`src/rtl/ahbc_pkg.sv`:
```
// Shared types, constants and register codes for the history bar chart.
`default_nettype none
package ahbc_pkg;

  // Default geometry of the chart.
  localparam int NUM_SLOTS_DEF   = 16;
  localparam int NUM_BINS_DEF    = 3;
  localparam int SLOT_PIXELS_DEF = 8;

  // Field widths.
  localparam int LEVEL_W = 16;
  localparam int H_W     = 8;
  localparam int SCALE_W = 5;
  localparam int BIN_IDX_W = 2;

  localparam logic [SCALE_W-1:0] SCALE_MAX = 5'd31;

  // Configuration port.
  localparam int ADDR_W = 4;
  localparam int DATA_W = 32;

  typedef enum logic [1:0] {
    REG_MAX_HEIGHT = 2'd0,
    REG_X_ORIGIN   = 2'd1,
    REG_Y_BASELINE = 2'd2
  } reg_idx_t;

  localparam logic [H_W-1:0] MAX_HEIGHT_RST = 8'd48;
  localparam logic [H_W-1:0] X_ORIGIN_RST   = 8'd0;
  localparam logic [H_W-1:0] Y_BASELINE_RST = 8'd63;

  // Register file contents as seen by the datapath.
  typedef struct packed {
    logic [H_W-1:0] max_height;
    logic [H_W-1:0] x_origin;
    logic [H_W-1:0] y_baseline;
  } cfg_t;

  // Control broadcast to every history cell.
  typedef struct packed {
    logic               shift_en;
    logic               scale_en;
    logic [SCALE_W-1:0] grow;
  } cell_ctl_t;

  typedef enum logic [2:0] {
    ST_IDLE,
    ST_GROW,
    ST_SCALE,
    ST_INSERT,
    ST_EMIT
  } state_t;

endpackage
`default_nettype wire

```
`src/rtl/ahbc_if.sv`:
```
// Valid/ready channel interfaces for readings in and bars out.
`default_nettype none
interface ahbc_in_if;
  import ahbc_pkg::*;

  logic               valid;
  logic               ready;
  logic [LEVEL_W-1:0] pm1_level;
  logic [LEVEL_W-1:0] pm25_level;
  logic [LEVEL_W-1:0] pm10_level;

  modport source (output valid, pm1_level, pm25_level, pm10_level, input ready);
  modport sink   (input valid, pm1_level, pm25_level, pm10_level, output ready);
endinterface

interface ahbc_out_if #(
  parameter int SLOT_W = 4
);
  import ahbc_pkg::*;

  logic                 valid;
  logic                 ready;
  logic [SLOT_W-1:0]    bar_slot;
  logic [BIN_IDX_W-1:0] bin_index;
  logic [H_W-1:0]       bar_height;
  logic [H_W-1:0]       rect_x;
  logic [H_W-1:0]       rect_y;
  logic                 last_bar;

  modport source (output valid, bar_slot, bin_index, bar_height, rect_x, rect_y, last_bar,
                  input ready);
  modport sink   (input valid, bar_slot, bin_index, bar_height, rect_x, rect_y, last_bar,
                  output ready);
endinterface
`default_nettype wire

```
`src/rtl/ahbc_cell.sv`:
```
// One history cell: holds a single bar height and passes it to its neighbor.
`default_nettype none
module ahbc_cell (
  input  logic                      clk,
  input  logic                      rst_n,
  input  ahbc_pkg::cell_ctl_t       ctl,
  input  logic [ahbc_pkg::H_W-1:0]  data_in,
  output logic [ahbc_pkg::H_W-1:0]  data_out
);
  import ahbc_pkg::*;

  logic [H_W-1:0] h_r;
  logic [H_W-1:0] h_nxt;

  // A shift moves the neighbor's height in; a rescale divides by a power of two.
  always_comb begin
    h_nxt = h_r;
    priority if (ctl.shift_en) begin
      h_nxt = data_in;
    end else if (ctl.scale_en) begin
      h_nxt = h_r >> ctl.grow;
    end
  end

  always_ff @(posedge clk) begin
    if (!rst_n) begin
      h_r <= '0;
    end else begin
      h_r <= h_nxt;
    end
  end

  assign data_out = h_r;

endmodule
`default_nettype wire

```
`src/rtl/ahbc_cfg.sv`:
```
// APB-style register file for bar height limit, x origin and baseline.
`default_nettype none
module ahbc_cfg (
  input  logic                         clk,
  input  logic                         rst_n,
  input  logic                         psel,
  input  logic                         penable,
  input  logic                         pwrite,
  input  logic [ahbc_pkg::ADDR_W-1:0]  paddr,
  input  logic [ahbc_pkg::DATA_W-1:0]  pwdata,
  output logic [ahbc_pkg::DATA_W-1:0]  prdata,
  output logic                         pready,
  output ahbc_pkg::cfg_t               cfg
);
  import ahbc_pkg::*;

  cfg_t       cfg_r;
  cfg_t       cfg_nxt;
  logic [1:0] idx;
  logic       wr_en;

  assign pready = 1'b1;
  assign idx    = paddr[ADDR_W-1:2];
  assign wr_en  = psel && penable && pwrite && pready;

  // Register writes; writes past the last register are dropped.
  always_comb begin
    cfg_nxt = cfg_r;
    if (wr_en) begin
      unique case (idx)
        REG_MAX_HEIGHT: cfg_nxt.max_height = pwdata[H_W-1:0];
        REG_X_ORIGIN:   cfg_nxt.x_origin   = pwdata[H_W-1:0];
        REG_Y_BASELINE: cfg_nxt.y_baseline = pwdata[H_W-1:0];
        default:        cfg_nxt = cfg_r;
      endcase
    end
  end

  always_ff @(posedge clk) begin
    if (!rst_n) begin
      cfg_r.max_height <= MAX_HEIGHT_RST;
      cfg_r.x_origin   <= X_ORIGIN_RST;
      cfg_r.y_baseline <= Y_BASELINE_RST;
    end else begin
      cfg_r <= cfg_nxt;
    end
  end

  // Read data.
  always_comb begin
    unique case (idx)
      REG_MAX_HEIGHT: prdata = DATA_W'(cfg_r.max_height);
      REG_X_ORIGIN:   prdata = DATA_W'(cfg_r.x_origin);
      REG_Y_BASELINE: prdata = DATA_W'(cfg_r.y_baseline);
      default:        prdata = '0;
    endcase
  end

  assign cfg = cfg_r;

endmodule
`default_nettype wire

```
`src/rtl/autoscaled_history_bar_chart.sv`:
```
// Top level of the autoscaled history bar chart.
// Each input beat carries up to three particulate readings. The history is a chain of
// NUM_SLOTS*NUM_BINS height cells kept oldest first, so no ring pointer is needed. An item
// goes through these steps in order: accept, grow the scale one step at a time while the
// last bin is over the limit, rescale every stored height in parallel, shift the new
// heights in at the tail one bin at a time, and rotate the chain once while the head cell
// feeds the output register; a stalled output holds the rotation. The shift scale only
// grows, and reset clears the whole history. Registers: max_bar_height at byte address 0,
// x_origin at 4, y_baseline at 8.
`default_nettype none
module autoscaled_history_bar_chart #(
  parameter int NUM_SLOTS   = ahbc_pkg::NUM_SLOTS_DEF,
  parameter int NUM_BINS    = ahbc_pkg::NUM_BINS_DEF,
  parameter int SLOT_PIXELS = ahbc_pkg::SLOT_PIXELS_DEF
) (
  input  logic                         clk,
  input  logic                         rst_n,
  ahbc_in_if.sink                      in_if,
  ahbc_out_if.source                   out_if,
  input  logic                         psel,
  input  logic                         penable,
  input  logic                         pwrite,
  input  logic [ahbc_pkg::ADDR_W-1:0]  paddr,
  input  logic [ahbc_pkg::DATA_W-1:0]  pwdata,
  output logic [ahbc_pkg::DATA_W-1:0]  prdata,
  output logic                         pready
);
  import ahbc_pkg::*;

  localparam int DEPTH  = NUM_SLOTS * NUM_BINS;
  localparam int SLOT_W = $clog2(NUM_SLOTS);
  localparam int BIN_W  = (NUM_BINS > 1) ? $clog2(NUM_BINS) : 1;
  localparam logic [SLOT_W-1:0] LAST_SLOT = SLOT_W'(NUM_SLOTS - 1);
  localparam logic [BIN_W-1:0]  LAST_BIN  = BIN_W'(NUM_BINS - 1);
  localparam logic [H_W-1:0]    SLOT_STEP = H_W'(SLOT_PIXELS);

  cfg_t      cfg;
  cell_ctl_t ctl;

  logic [H_W-1:0] cell_q [DEPTH];
  logic [H_W-1:0] tail_in;
  logic [H_W-1:0] head;

  state_t state_r, state_nxt;
  logic [SCALE_W-1:0] scale_r, scale_nxt;
  logic [SCALE_W-1:0] grow_r, grow_nxt;
  logic [LEVEL_W-1:0] rd_r [NUM_BINS];
  logic [LEVEL_W-1:0] rd_nxt [NUM_BINS];
  logic [BIN_W-1:0]   ins_r, ins_nxt;
  logic [SLOT_W-1:0]  slot_r, slot_nxt;
  logic [BIN_W-1:0]   bin_r, bin_nxt;
  logic [H_W-1:0]     xpos_r, xpos_nxt;

  logic                 ov_r, ov_nxt;
  logic [SLOT_W-1:0]    os_r, os_nxt;
  logic [BIN_IDX_W-1:0] ob_r, ob_nxt;
  logic [H_W-1:0]       oh_r, oh_nxt;
  logic [H_W-1:0]       ox_r, ox_nxt;
  logic [H_W-1:0]       oy_r, oy_nxt;
  logic                 ol_r, ol_nxt;

  logic [LEVEL_W-1:0] scaled_top;
  logic               grow_more;
  logic [LEVEL_W-1:0] ins_shifted;
  logic [H_W-1:0]     ins_val;
  logic               out_free;

  // Register file.
  ahbc_cfg u_cfg (
    .clk     (clk),
    .rst_n   (rst_n),
    .psel    (psel),
    .penable (penable),
    .pwrite  (pwrite),
    .paddr   (paddr),
    .pwdata  (pwdata),
    .prdata  (prdata),
    .pready  (pready),
    .cfg     (cfg)
  );

  // Chain of history cells, oldest at index 0, fed at the tail.
  for (genvar i = 0; i < DEPTH; i++) begin : g_cell
    if (i == DEPTH - 1) begin : g_tail
      ahbc_cell u_cell (
        .clk      (clk),
        .rst_n    (rst_n),
        .ctl      (ctl),
        .data_in  (tail_in),
        .data_out (cell_q[i])
      );
    end else begin : g_body
      ahbc_cell u_cell (
        .clk      (clk),
        .rst_n    (rst_n),
        .ctl      (ctl),
        .data_in  (cell_q[i+1]),
        .data_out (cell_q[i])
      );
    end
  end

  assign head = cell_q[0];

  // Scale test on the largest bin, and the saturated height of the bin being inserted.
  assign scaled_top  = rd_r[NUM_BINS-1] >> scale_r;
  assign grow_more   = (scale_r != SCALE_MAX) && (scaled_top > LEVEL_W'(cfg.max_height));
  assign ins_shifted = rd_r[ins_r] >> scale_r;
  assign ins_val     = (ins_shifted > LEVEL_W'(cfg.max_height)) ? cfg.max_height
                                                                : ins_shifted[H_W-1:0];
  assign out_free    = !ov_r || out_if.ready;

  // Sequencer: next state, cell controls and output register loads.
  always_comb begin
    state_nxt = state_r;
    scale_nxt = scale_r;
    grow_nxt  = grow_r;
    rd_nxt    = rd_r;
    ins_nxt   = ins_r;
    slot_nxt  = slot_r;
    bin_nxt   = bin_r;
    xpos_nxt  = xpos_r;
    ov_nxt    = ov_r;
    os_nxt    = os_r;
    ob_nxt    = ob_r;
    oh_nxt    = oh_r;
    ox_nxt    = ox_r;
    oy_nxt    = oy_r;
    ol_nxt    = ol_r;
    ctl.shift_en = 1'b0;
    ctl.scale_en = 1'b0;
    ctl.grow     = grow_r;
    tail_in      = head;

    if (out_if.ready) begin
      ov_nxt = 1'b0;
    end

    unique case (state_r)
      ST_IDLE: begin
        if (in_if.valid) begin
          for (int b = 0; b < NUM_BINS; b++) begin
            rd_nxt[b] = (b == 0) ? in_if.pm1_level :
                        (b == 1) ? in_if.pm25_level : in_if.pm10_level;
          end
          grow_nxt  = '0;
          state_nxt = ST_GROW;
        end
      end
      ST_GROW: begin
        if (grow_more) begin
          scale_nxt = scale_r + 1'b1;
          grow_nxt  = grow_r + 1'b1;
        end else begin
          state_nxt = ST_SCALE;
        end
      end
      ST_SCALE: begin
        ctl.scale_en = 1'b1;
        ins_nxt      = '0;
        state_nxt    = ST_INSERT;
      end
      ST_INSERT: begin
        ctl.shift_en = 1'b1;
        tail_in      = ins_val;
        if (ins_r == LAST_BIN) begin
          slot_nxt  = '0;
          bin_nxt   = '0;
          xpos_nxt  = cfg.x_origin;
          state_nxt = ST_EMIT;
        end else begin
          ins_nxt = ins_r + 1'b1;
        end
      end
      ST_EMIT: begin
        if (out_free) begin
          ctl.shift_en = 1'b1;
          ov_nxt = 1'b1;
          os_nxt = slot_r;
          ob_nxt = BIN_IDX_W'(bin_r);
          oh_nxt = head;
          ox_nxt = xpos_r;
          oy_nxt = (cfg.y_baseline > head) ? (cfg.y_baseline - head) : '0;
          ol_nxt = (slot_r == LAST_SLOT) && (bin_r == LAST_BIN);
          if (bin_r == LAST_BIN) begin
            bin_nxt  = '0;
            slot_nxt = slot_r + 1'b1;
            xpos_nxt = xpos_r + SLOT_STEP;
            if (slot_r == LAST_SLOT) begin
              state_nxt = ST_IDLE;
            end
          end else begin
            bin_nxt = bin_r + 1'b1;
          end
        end
      end
      default: state_nxt = ST_IDLE;
    endcase
  end

  // Control state.
  always_ff @(posedge clk) begin
    if (!rst_n) begin
      state_r <= ST_IDLE;
      scale_r <= '0;
      grow_r  <= '0;
      ins_r   <= '0;
      slot_r  <= '0;
      bin_r   <= '0;
      ov_r    <= 1'b0;
    end else begin
      state_r <= state_nxt;
      scale_r <= scale_nxt;
      grow_r  <= grow_nxt;
      ins_r   <= ins_nxt;
      slot_r  <= slot_nxt;
      bin_r   <= bin_nxt;
      ov_r    <= ov_nxt;
    end
  end

  // Payload registers.
  always_ff @(posedge clk) begin
    rd_r   <= rd_nxt;
    xpos_r <= xpos_nxt;
    os_r   <= os_nxt;
    ob_r   <= ob_nxt;
    oh_r   <= oh_nxt;
    ox_r   <= ox_nxt;
    oy_r   <= oy_nxt;
    ol_r   <= ol_nxt;
  end

  assign in_if.ready       = (state_r == ST_IDLE);
  assign out_if.valid      = ov_r;
  assign out_if.bar_slot   = os_r;
  assign out_if.bin_index  = ob_r;
  assign out_if.bar_height = oh_r;
  assign out_if.rect_x     = ox_r;
  assign out_if.rect_y     = oy_r;
  assign out_if.last_bar   = ol_r;

endmodule
`default_nettype wire
```
`src/flat_wrapper.sv`:
```
// flat-port wrapper written by rule: the top's interface ports become plain ports
module autoscaled_history_bar_chart_flat import ahbc_pkg::*;
#(
  parameter int NUM_SLOTS   = ahbc_pkg::NUM_SLOTS_DEF,
  parameter int NUM_BINS    = ahbc_pkg::NUM_BINS_DEF,
  parameter int SLOT_PIXELS = ahbc_pkg::SLOT_PIXELS_DEF
)
  (clk, rst_n, psel, penable, pwrite, paddr, pwdata, prdata, pready, in_if_valid, in_if_pm1_level, in_if_pm25_level, in_if_pm10_level, in_if_ready, out_if_valid, out_if_bar_slot, out_if_bin_index, out_if_bar_height, out_if_rect_x, out_if_rect_y, out_if_last_bar, out_if_ready);
  ahbc_in_if in_if_i ();
  ahbc_out_if out_if_i ();
  input  logic clk;
  input  logic rst_n;
  input  logic psel;
  input  logic penable;
  input  logic pwrite;
  input  logic [ahbc_pkg::ADDR_W-1:0] paddr;
  input  logic [ahbc_pkg::DATA_W-1:0] pwdata;
  output logic [ahbc_pkg::DATA_W-1:0] prdata;
  output logic pready;
  input wire logic [$bits(in_if_i.valid)-1:0] in_if_valid;
  input wire logic [$bits(in_if_i.pm1_level)-1:0] in_if_pm1_level;
  input wire logic [$bits(in_if_i.pm25_level)-1:0] in_if_pm25_level;
  input wire logic [$bits(in_if_i.pm10_level)-1:0] in_if_pm10_level;
  output wire logic [$bits(in_if_i.ready)-1:0] in_if_ready;
  output wire logic [$bits(out_if_i.valid)-1:0] out_if_valid;
  output wire logic [$bits(out_if_i.bar_slot)-1:0] out_if_bar_slot;
  output wire logic [$bits(out_if_i.bin_index)-1:0] out_if_bin_index;
  output wire logic [$bits(out_if_i.bar_height)-1:0] out_if_bar_height;
  output wire logic [$bits(out_if_i.rect_x)-1:0] out_if_rect_x;
  output wire logic [$bits(out_if_i.rect_y)-1:0] out_if_rect_y;
  output wire logic [$bits(out_if_i.last_bar)-1:0] out_if_last_bar;
  input wire logic [$bits(out_if_i.ready)-1:0] out_if_ready;
  assign in_if_i.valid = in_if_valid;
  assign in_if_i.pm1_level = in_if_pm1_level;
  assign in_if_i.pm25_level = in_if_pm25_level;
  assign in_if_i.pm10_level = in_if_pm10_level;
  assign in_if_ready = in_if_i.ready;
  assign out_if_valid = out_if_i.valid;
  assign out_if_bar_slot = out_if_i.bar_slot;
  assign out_if_bin_index = out_if_i.bin_index;
  assign out_if_bar_height = out_if_i.bar_height;
  assign out_if_rect_x = out_if_i.rect_x;
  assign out_if_rect_y = out_if_i.rect_y;
  assign out_if_last_bar = out_if_i.last_bar;
  assign out_if_i.ready = out_if_ready;
  autoscaled_history_bar_chart #(.NUM_SLOTS(NUM_SLOTS), .NUM_BINS(NUM_BINS), .SLOT_PIXELS(SLOT_PIXELS)) u_core (.clk(clk), .rst_n(rst_n), .in_if(in_if_i), .out_if(out_if_i), .psel(psel), .penable(penable), .pwrite(pwrite), .paddr(paddr), .pwdata(pwdata), .prdata(prdata), .pready(pready));
endmodule
```
`config.mk`:
```
export PLATFORM = sky130hd
export DESIGN_NAME = autoscaled_history_bar_chart_flat
export DESIGN_NICKNAME = d
export VERILOG_FILES = /design/src/rtl/ahbc_pkg.sv /design/src/rtl/ahbc_if.sv /design/src/rtl/ahbc_cell.sv /design/src/rtl/ahbc_cfg.sv /design/src/rtl/autoscaled_history_bar_chart.sv /design/src/flat_wrapper.sv
export SDC_FILE = /design/constraint.sdc
export NUM_CORES = 2
export LEC_CHECK = 0
export BUFFER_PORTS_ARGS = -buffer_cell sky130_fd_sc_hd__buf_4
export CAP_MARGIN = 40
export CORE_MARGIN = 2
export CORE_UTILIZATION = 57
export CTS_CLUSTER_SIZE = 12
export DETAILED_ROUTE_END_ITERATION = 16
export PLACE_DENSITY = 0.77
export SETUP_SLACK_MARGIN = 0.3
export SKIP_LAST_GASP = 1
export SYNTH_ARGS = -nofsm -noshare
export SYNTH_HDL_FRONTEND = slang
export SYNTH_HIERARCHICAL = 1
export SYNTH_SLANG_ARGS = --single-unit
```
`constraint.sdc`:
```
create_clock -name clk -period 6.1 [get_ports clk]
set_input_delay 0.61 -clock clk [delete_from_list [all_inputs] [get_ports clk]]
set_output_delay 0.61 -clock clk [all_outputs]
set_load 0.02 [all_outputs]
```
Word-level counts from Yosys, hierarchy flattened
Index checks and enable logic that the tools add are counted.
Widths: inputs -> output; s select.
{"block": "word_totals", "regBits": 517, "output_inout_bits": 66, "input_bits": 91}
{"block": "op_classes", "order_cmp": 4, "n_eq_ne": 18, "bitwise": 1, "n_mux": 132, "addsub": 7, "n_shift": 50, "reduce_logical": 23}
{"operator": "$mux 8", "n": 101}
{"operator": "$shr 8x5->8", "n": 48}
{"operator": "$bmux 16 s2", "n": 1}
{"operator": "$gt 16x8->1", "n": 2}
{"operator": "$mux 16", "n": 2}
{"operator": "$shr 16x5->16", "n": 2}
{"operator": "$pmux 8 s3", "n": 1}
{"operator": "$mux 3", "n": 6}
{"operator": "$pmux 8 s2", "n": 1}
{"operator": "$pmux 3 s5", "n": 1}
{"operator": "$reduce_and 2->1", "n": 7}
{"operator": "$mux 4", "n": 3}
{"operator": "$add 5x1->5 const B", "n": 2}
{"operator": "$mux 5", "n": 2}
{"operator": "$ne 2x1->1 const B", "n": 5}
{"operator": "$pmux 5 s2", "n": 1}
{"operator": "$add 8x4->8 const B", "n": 1}
{"operator": "$gt 8x8->1", "n": 1}
{"operator": "$mux 2", "n": 4}
{"operator": "$pmux 2 s2", "n": 2}
{"operator": "$pmux 4 s2", "n": 1}
{"operator": "$reduce_bool 2->1", "n": 4}
{"operator": "$sub 8x8->8", "n": 1}
{"operator": "$eq 2x2->1 const B", "n": 3}
{"operator": "21 further kinds", "n": 33}

Logic depth before layout (Yosys ltp)
{"block": "logic_depth", "word_depth": 9, "depth_mapped": 20, "ltp_nobuf": 18}

Modules after synthesis
Netlist, hierarchy kept.
{"mod": "ahbc_cell", "area_each_um2": 663.1, "instances": 48, "cells_per_inst": 73}
{"mod": "autoscaled_history_bar_chart", "area_each_um2": 6890.4, "instances": 1, "cells_per_inst": 642}
{"mod": "ahbc_cfg", "area_each_um2": 1350.0, "instances": 1, "cells_per_inst": 156}

Least setup slack after synthesis
Ideal clock, no wire load.
{"block": "synth_path", "path_type": "register to register", "from": "reg u_core.grow_r[1]", "to": "reg u_core.grow_r[4]", "stages_incl_launch_ff": 5, "t_required_ns": 6.017, "n_path_buf": 0, "setup_ns": 0.083, "path_slack_ns": -0.590, "t_arrival_ns": 6.608, "path_cell_list": "dfxtp_1 -> ha_1 -> nand3_1 -> or3_1 -> a21oi_1"}
{"block": "synth_via", "elab_chain_len": 3}
{"item": "start: declaration", "line_no": "autoscaled_history_bar_chart.sv:46", "text": "logic [SCALE_W-1:0] grow_r, grow_nxt;"}
{"item": "start signal: assignment", "line_no": "autoscaled_history_bar_chart.sv:214", "text": "grow_r <= grow_nxt;"}
{"item": "$add 5x1->5", "line_no": "autoscaled_history_bar_chart.sv:153", "text": "grow_nxt = grow_r + 1'b1;"}
{"item": "$mux 5", "line_no": "autoscaled_history_bar_chart.sv:151", "text": "if (grow_more) begin"}
{"item": "$pmux 5 s2", "line_no": "autoscaled_history_bar_chart.sv:139", "text": "unique case (state_r)"}
No other way between the ends. The select of a mux whose other input is x is not followed.
A chain may end at the register's enable or synchronous reset.

Final worst setup path
{"block": "layout_path", "from": "reg u_core.ins_r[0]", "to": "reg u_core.g_cell[47].g_tail.u_cell.h_r[0]"}
{"block": "layout_via", "elab_chain_len": 9}
{"item": "start: declaration", "line_no": "autoscaled_history_bar_chart.sv:49", "text": "logic [BIN_W-1:0] ins_r, ins_nxt;"}
{"item": "start signal: assignment", "line_no": "autoscaled_history_bar_chart.sv:215", "text": "ins_r <= ins_nxt;"}
{"item": "$not 2->3 (not written as such) *", "line_no": "autoscaled_history_bar_chart.sv:108", "text": "assign ins_shifted = rd_r[ins_r] >> scale_r;"}
{"item": "$bmux 16 s2 *", "line_no": "autoscaled_history_bar_chart.sv:108"}
{"item": "$mux 16 (not written as such) * (2 in a row)", "line_no": "autoscaled_history_bar_chart.sv:108"}
{"item": "$shr 16x5->16 *", "line_no": "autoscaled_history_bar_chart.sv:108"}
{"item": "$gt 16x8->1", "line_no": "autoscaled_history_bar_chart.sv:109", "text": "assign ins_val = (ins_shifted > LEVEL_W'(cfg.max_height)) ? cfg.max_height"}
{"item": "$mux 8 *", "line_no": "autoscaled_history_bar_chart.sv:109"}
{"item": "$mux 8 *", "line_no": "autoscaled_history_bar_chart.sv:139"}
{"item": "via u_core.tail_in[0]", "line_no": "autoscaled_history_bar_chart.sv:41", "text": "logic [H_W-1:0] tail_in;"}
{"item": "$mux 8 *", "line_no": "ahbc_cell.sv:18", "text": "priority if (ctl.shift_en) begin"}
{"item": "end signal: assignment", "line_no": "ahbc_cell.sv:29", "text": "h_r <= h_nxt;"}
{"item": "end: declaration", "line_no": "ahbc_cell.sv:12", "text": "logic [H_W-1:0] h_r;"}
The timed path passes the listed nets; every way through them passes the cells marked *. The select of a mux whose other input is x is not followed.

==> flow_results.org <==
** Power and ir drop
- Fraction of power consumed by sequential logic :: 37.3%
- Combinational logic burns 24.8% of the power.
- Max IR drop VDD :: 0.239 mV
- Summed over all cells, the static leakage comes to 13.1 nW.
- Power density over cell area :: 228 nW/µm²
- Net Switching :: 2.97 mW
- Int Power :: 6.69 mW
- Switching portion of total power :: 30.8%
- Relative contribution of the clock network to total power :: 37.9%

** Clock network
- Buffers added to address setup during post-CTS repair amount to 0.
- TritonCTS built the clock tree.
- Number of buffers added by the clock tree synthesis step :: 59
- Sink count of the clock tree :: 517
- Clock-pin slew on the worst setup and hold paths :: 0.06 ns
- CTS Root Cell :: clkbuf_16
- Hold-fix buffer count after cts :: 0
- Maximum count of clock buffers along a single path :: 3
- Clock Latency Late Sink :: 0.64 ns
- Cts repair resizes :: 0
- Number of levels in the clock H-tree :: 2

** Placement
- Count of buffers inserted at the top-level ports :: 105
- Prior to clock tree synthesis, the placed netlist has a worst setup slack of 1.30 ns.
- Placer congestion estimate :: 0.891
- Half-perimeter wire length of the detailed placement result :: 59,000 µm
- In this run the cell area measured after placement is 40,400 µm².

** Setup path
- Along the worst path, the maximum fanout reaches 28.
- Grouping stages by cell kind, the critical path spends the most delay in compound AO/OA/AOI/OAI gates.
- Crit path required time :: 6.63 ns
- On the worst path, the slowest cell contributes a delay of 0.54 ns.
- STA puts the critical path data arrival time at 5.43 ns.
- Traced cell by cell, the critical path runs through buf_4 -> nor2b_2 -> a22o_1 -> nand2_1 -> mux4_2 -> o21ai_1 -> ha_1 -> nor2b_1 -> o21bai_1 -> a31oi_1 -> o21ai_0 -> nand2_2 -> a2bb2oi_1 -> o211ai_2 -> nand2_1 -> o21ai_0 -> a211o_1 -> and4_1.
- Setup CP Type :: flip-flop to flip-flop
- Nature of the critical path endpoint :: flip-flop
- The number of buffers and inverters on the critical path is 1.
- STA classifies the critical path startpoint as a flip-flop.
- Slowest library cell on the worst path :: o21ai_0

** Routing
- Violation count after the first detailed-route iteration :: 3,308
- Wire length reported by the detailed router :: 97,300 µm
- Post-detailed-route wirelength per cell :: 18.8 µm
- DRT antenna net count :: 0
- For this run, design rule violations remaining after detail routing come to 0.
- Via count normalized by instance count :: 6.49
- Total number of vias :: 33,600
- The first detailed-routing pass ran for 8 iterations.

** STA
- After layout, the worst path uses 80.4% of the clock period.
- Minimum period implied by the final worst setup slack :: 4.90 ns
- After layout, the worst setup slack is 1.20 ns.
- Setup violations remaining at the end of the flow were counted as 0.
- Hold is met by 0.152 ns.
- For the pin with the worst max-slew slack, the measured transition is 1.17 ns.
- Sum Neg Setup Slack :: 0 ns
- Maximum clock frequency :: 204 MHz
- The clock arrives with 0.0259 ns of skew.
- Headroom to the max-slew limit came out at 22.3%.
- The total count of hold-check failures in the final report is 0.
- RSZ-0062 raised after global routing :: no
- The number of pins exceeding their max-slew limit in the final report was 0.

** Logic synthesis
- Post-synth EDFFs :: 87
- Among all flip-flop cells after synthesis, the most frequent one is dfxtp_1.
- The cell area that synthesis handed to floorplanning was 40,100 µm².
- The synthesized design contains 517 register bits.
- Synthesized instance count :: 4,302
- Sequential elements use 28.0% of the synthesized area.
- Synthesized area per cell :: 9.31 µm²
- For this run, the number of Yosys warnings is 6.
- Number of library cell types mapped by synthesis :: 84
- Of all flip-flops after synthesis, the portion carrying an async set or reset was 0%.

** GRT
- First-pass GRT wire length :: 161,000 µm
- Entering global routing, the biggest net connects 225 pins.
- The number of antenna violations at the first check in global routing was 0.
- The number of global-route vias before repair was 31,200.
- GRT Util Overall :: 25.6%
- The total overflow left after global routing is 0.

** Cells and area
- In the layout the commonest cells are 447 x mux2i_1, 425 x dfxtp_1, 332 x nor2_1.
- After filler insertion, the fill cell instance count of the layout stands at 5,996.
- Utilization after layout :: 60.7%
- From synthesis to final layout, the design area changed by 5.70%.
- Leaving out fill and tap cells, the most frequent cell in the layout is mux2i_1.
- Post-route design area :: 42,400 µm²
- Share of final-layout standard cells stronger than drive strength 1 :: 12.9%
- # nets final :: 4,309
- 0 antenna diodes ended up in the layout.

** Floorplanning
- Placeable core area :: 69,800 µm²
- Die area :: 72,400 µm²
- 157 I/O pins were placed.
- Row generation in the floorplan step produced 97 rows.
- For this configuration, the core starts out at a cell density of 57.4%.
- In this run the vertical extent of the chip is 269 µm.
- Die boundary width :: 269 µm

** Hold path
- In this run the worst hold path is classified as input port to flip-flop.

** Run status
- Status :: finished clean

** Run
- Max-cap violations in this run came to 0.
synth_stat cells (14+ instances only):
| cell type | instances | share of area (%) |
|---|---|---|
| mux2i_1 | 447 | 11 |
| dfxtp_1 | 430 | 21 |
| nor2_1 | 332 | 3.1 |
| nor3b_1 | 290 | 5.4 |
| a221oi_1 | 240 | 5.2 |
| nand2_1 | 234 | 2.2 |
| a21oi_1 | 223 | 2.8 |
| nor2b_1 | 208 | 3.2 |
| o21ai_0 | 180 | 2.2 |
| a21boi_0 | 152 | 2.8 |
| buf_2 | 103 | 1.3 |
| buf_6 | 103 | 2.9 |
| edfxtp_1 | 87 | 6.5 |
| inv_1 | 84 | 0.79 |
| buf_4 | 76 | 1.4 |
| clkbuf_1 | 71 | 0.67 |
| mux4_2 | 71 | 4.0 |
| nand3_1 | 70 | 0.87 |
| nand2b_1 | 68 | 1.1 |
| o22ai_1 | 55 | 0.86 |
| a21o_1 | 54 | 1.0 |
| and4_1 | 49 | 1.1 |
| o2111ai_1 | 49 | 1.1 |
| o21bai_1 | 49 | 0.92 |
| a211o_1 | 48 | 1.0 |
| mux2i_4 | 48 | 2.7 |
| nor2_4 | 48 | 1.3 |
| nor3_4 | 48 | 1.9 |
| nor4b_1 | 48 | 1.0 |
| o221ai_1 | 48 | 1.0 |
| or2b_1 | 48 | 0.90 |
| or4b_4 | 48 | 1.6 |
| ha_1 | 30 | 0.94 |
| o211ai_1 | 14 | 0.26 |
power groups by stage:
| stage | sequential (mW) | combinational, mW | clock (mW) |
|---|---|---|---|
| after floorplan | 3.74 | 2.13 | 0 |
| after global placement | 3.68 | 2.32 | 0 |
| after detailed placement | 3.68 | 2.35 | 0 |
| after CTS | 3.60 | 2.37 | 3.74 |
| after global routing | 3.61 | 2.60 | 3.87 |
| final | 3.61 | 2.39 | 3.67 |
layer usage:
metal / track usage, % / wire length, µm / up-vias
li1: - / - / 16200
met1: 36.6 / 45100 / 16400
met2: 41.5 / 45900 / 878
met3: 2.64 / 4670 / 125
met4: 6.38 / 1630 / 0
met5: 0 / 0 / -
final timing paths:
path	from	to	slack, ns	depth (start not counted)
worst max-delay path	u_core/ins_r[0]	u_core/g_cell[47].g_tail.u_cell/data_out[0]	1.20	18
worst min-delay path	in_if_pm1_level[14]	u_core/rd_r[46]	0.15	1
worst max register to register	u_core/ins_r[0]	u_core/g_cell[47].g_tail.u_cell/data_out[0]	1.20	18
worst min register to register	u_core/xpos_r[0]	u_core/out_if.rect_x[0]	0.42	0
logic make-up after synthesis:
kind of cell / after synthesis / synth area share, %
AOI/OAI and AO/OA: 1186 / 20.9
xor gates and xnor gates: 12 / 0.262
adders and majority gates: 31 / 0.987
buffers and inverters: 444 / 7.12
DFF: 517 / 28.0
muxes: 570 / 18.0
other: 2 / 0.0187
and+or+nand+nor: 1540 / 24.7
sequential cells by signal (all words and copies together), names as in the netlist:
name                                  flops
u_core/g_cell.g_tail.u_cell/data_out      8
u_core/u_cfg/cfg                         24
u_core/out_if.rect_y                      8
u_core/out_if.bin_index                   2
u_core/grow_r                             5
u_core/xpos_r                             8
u_core/out_if.bar_height                  8
u_core/state_r                            3
u_core/out_if.bar_slot                    4
u_core/out_if.rect_x                      8
u_core/slot_r                             4
u_core/scale_r                            5
u_core/out_if.last_bar                    1
u_core/rd_r                              48
u_core/ins_r                              2
u_core/g_cell.g_body.u_cell/data_out    376
u_core/bin_r                              2
u_core/out_if.valid                       1
through the flow:
step                      total power [mW]  instances
final                                 9.67       5174
after global routing                  10.1       5174
after CTS                             9.71       5173
after detailed placement              6.03       5065
after global placement                6.00       5063
after floorplan                       5.87       4325
cell type report:
| cell class | count | area, µm² | share of cell area (%) |
|---|---|---|---|
| timing repair buffer | 160 | 1530 | 3.61 |
| inverter | 85 | 319 | 0.753 |
| clock buffer | 91 | 1830 | 4.31 |
| sequential | 517 | 11200 | 26.5 |
| clock inverter | 17 | 166 | 0.393 |
| tap | 940 | 1180 | 2.78 |
| multi-input combinational | 3364 | 26100 | 61.6 |
worst reg2reg max path, delay by kind of cell, from the launching register on:
family | cells | cell delay [ns]
adders and majority gates | 1 | 0.29
muxes | 1 | 0.53
DFF | 1 | 0.46
and+or+nand+nor | 6 | 1.15
AOI/OAI and AO/OA | 9 | 2.05
buffers and inverters | 1 | 0.32
Power figures use the tool's default switching activity.
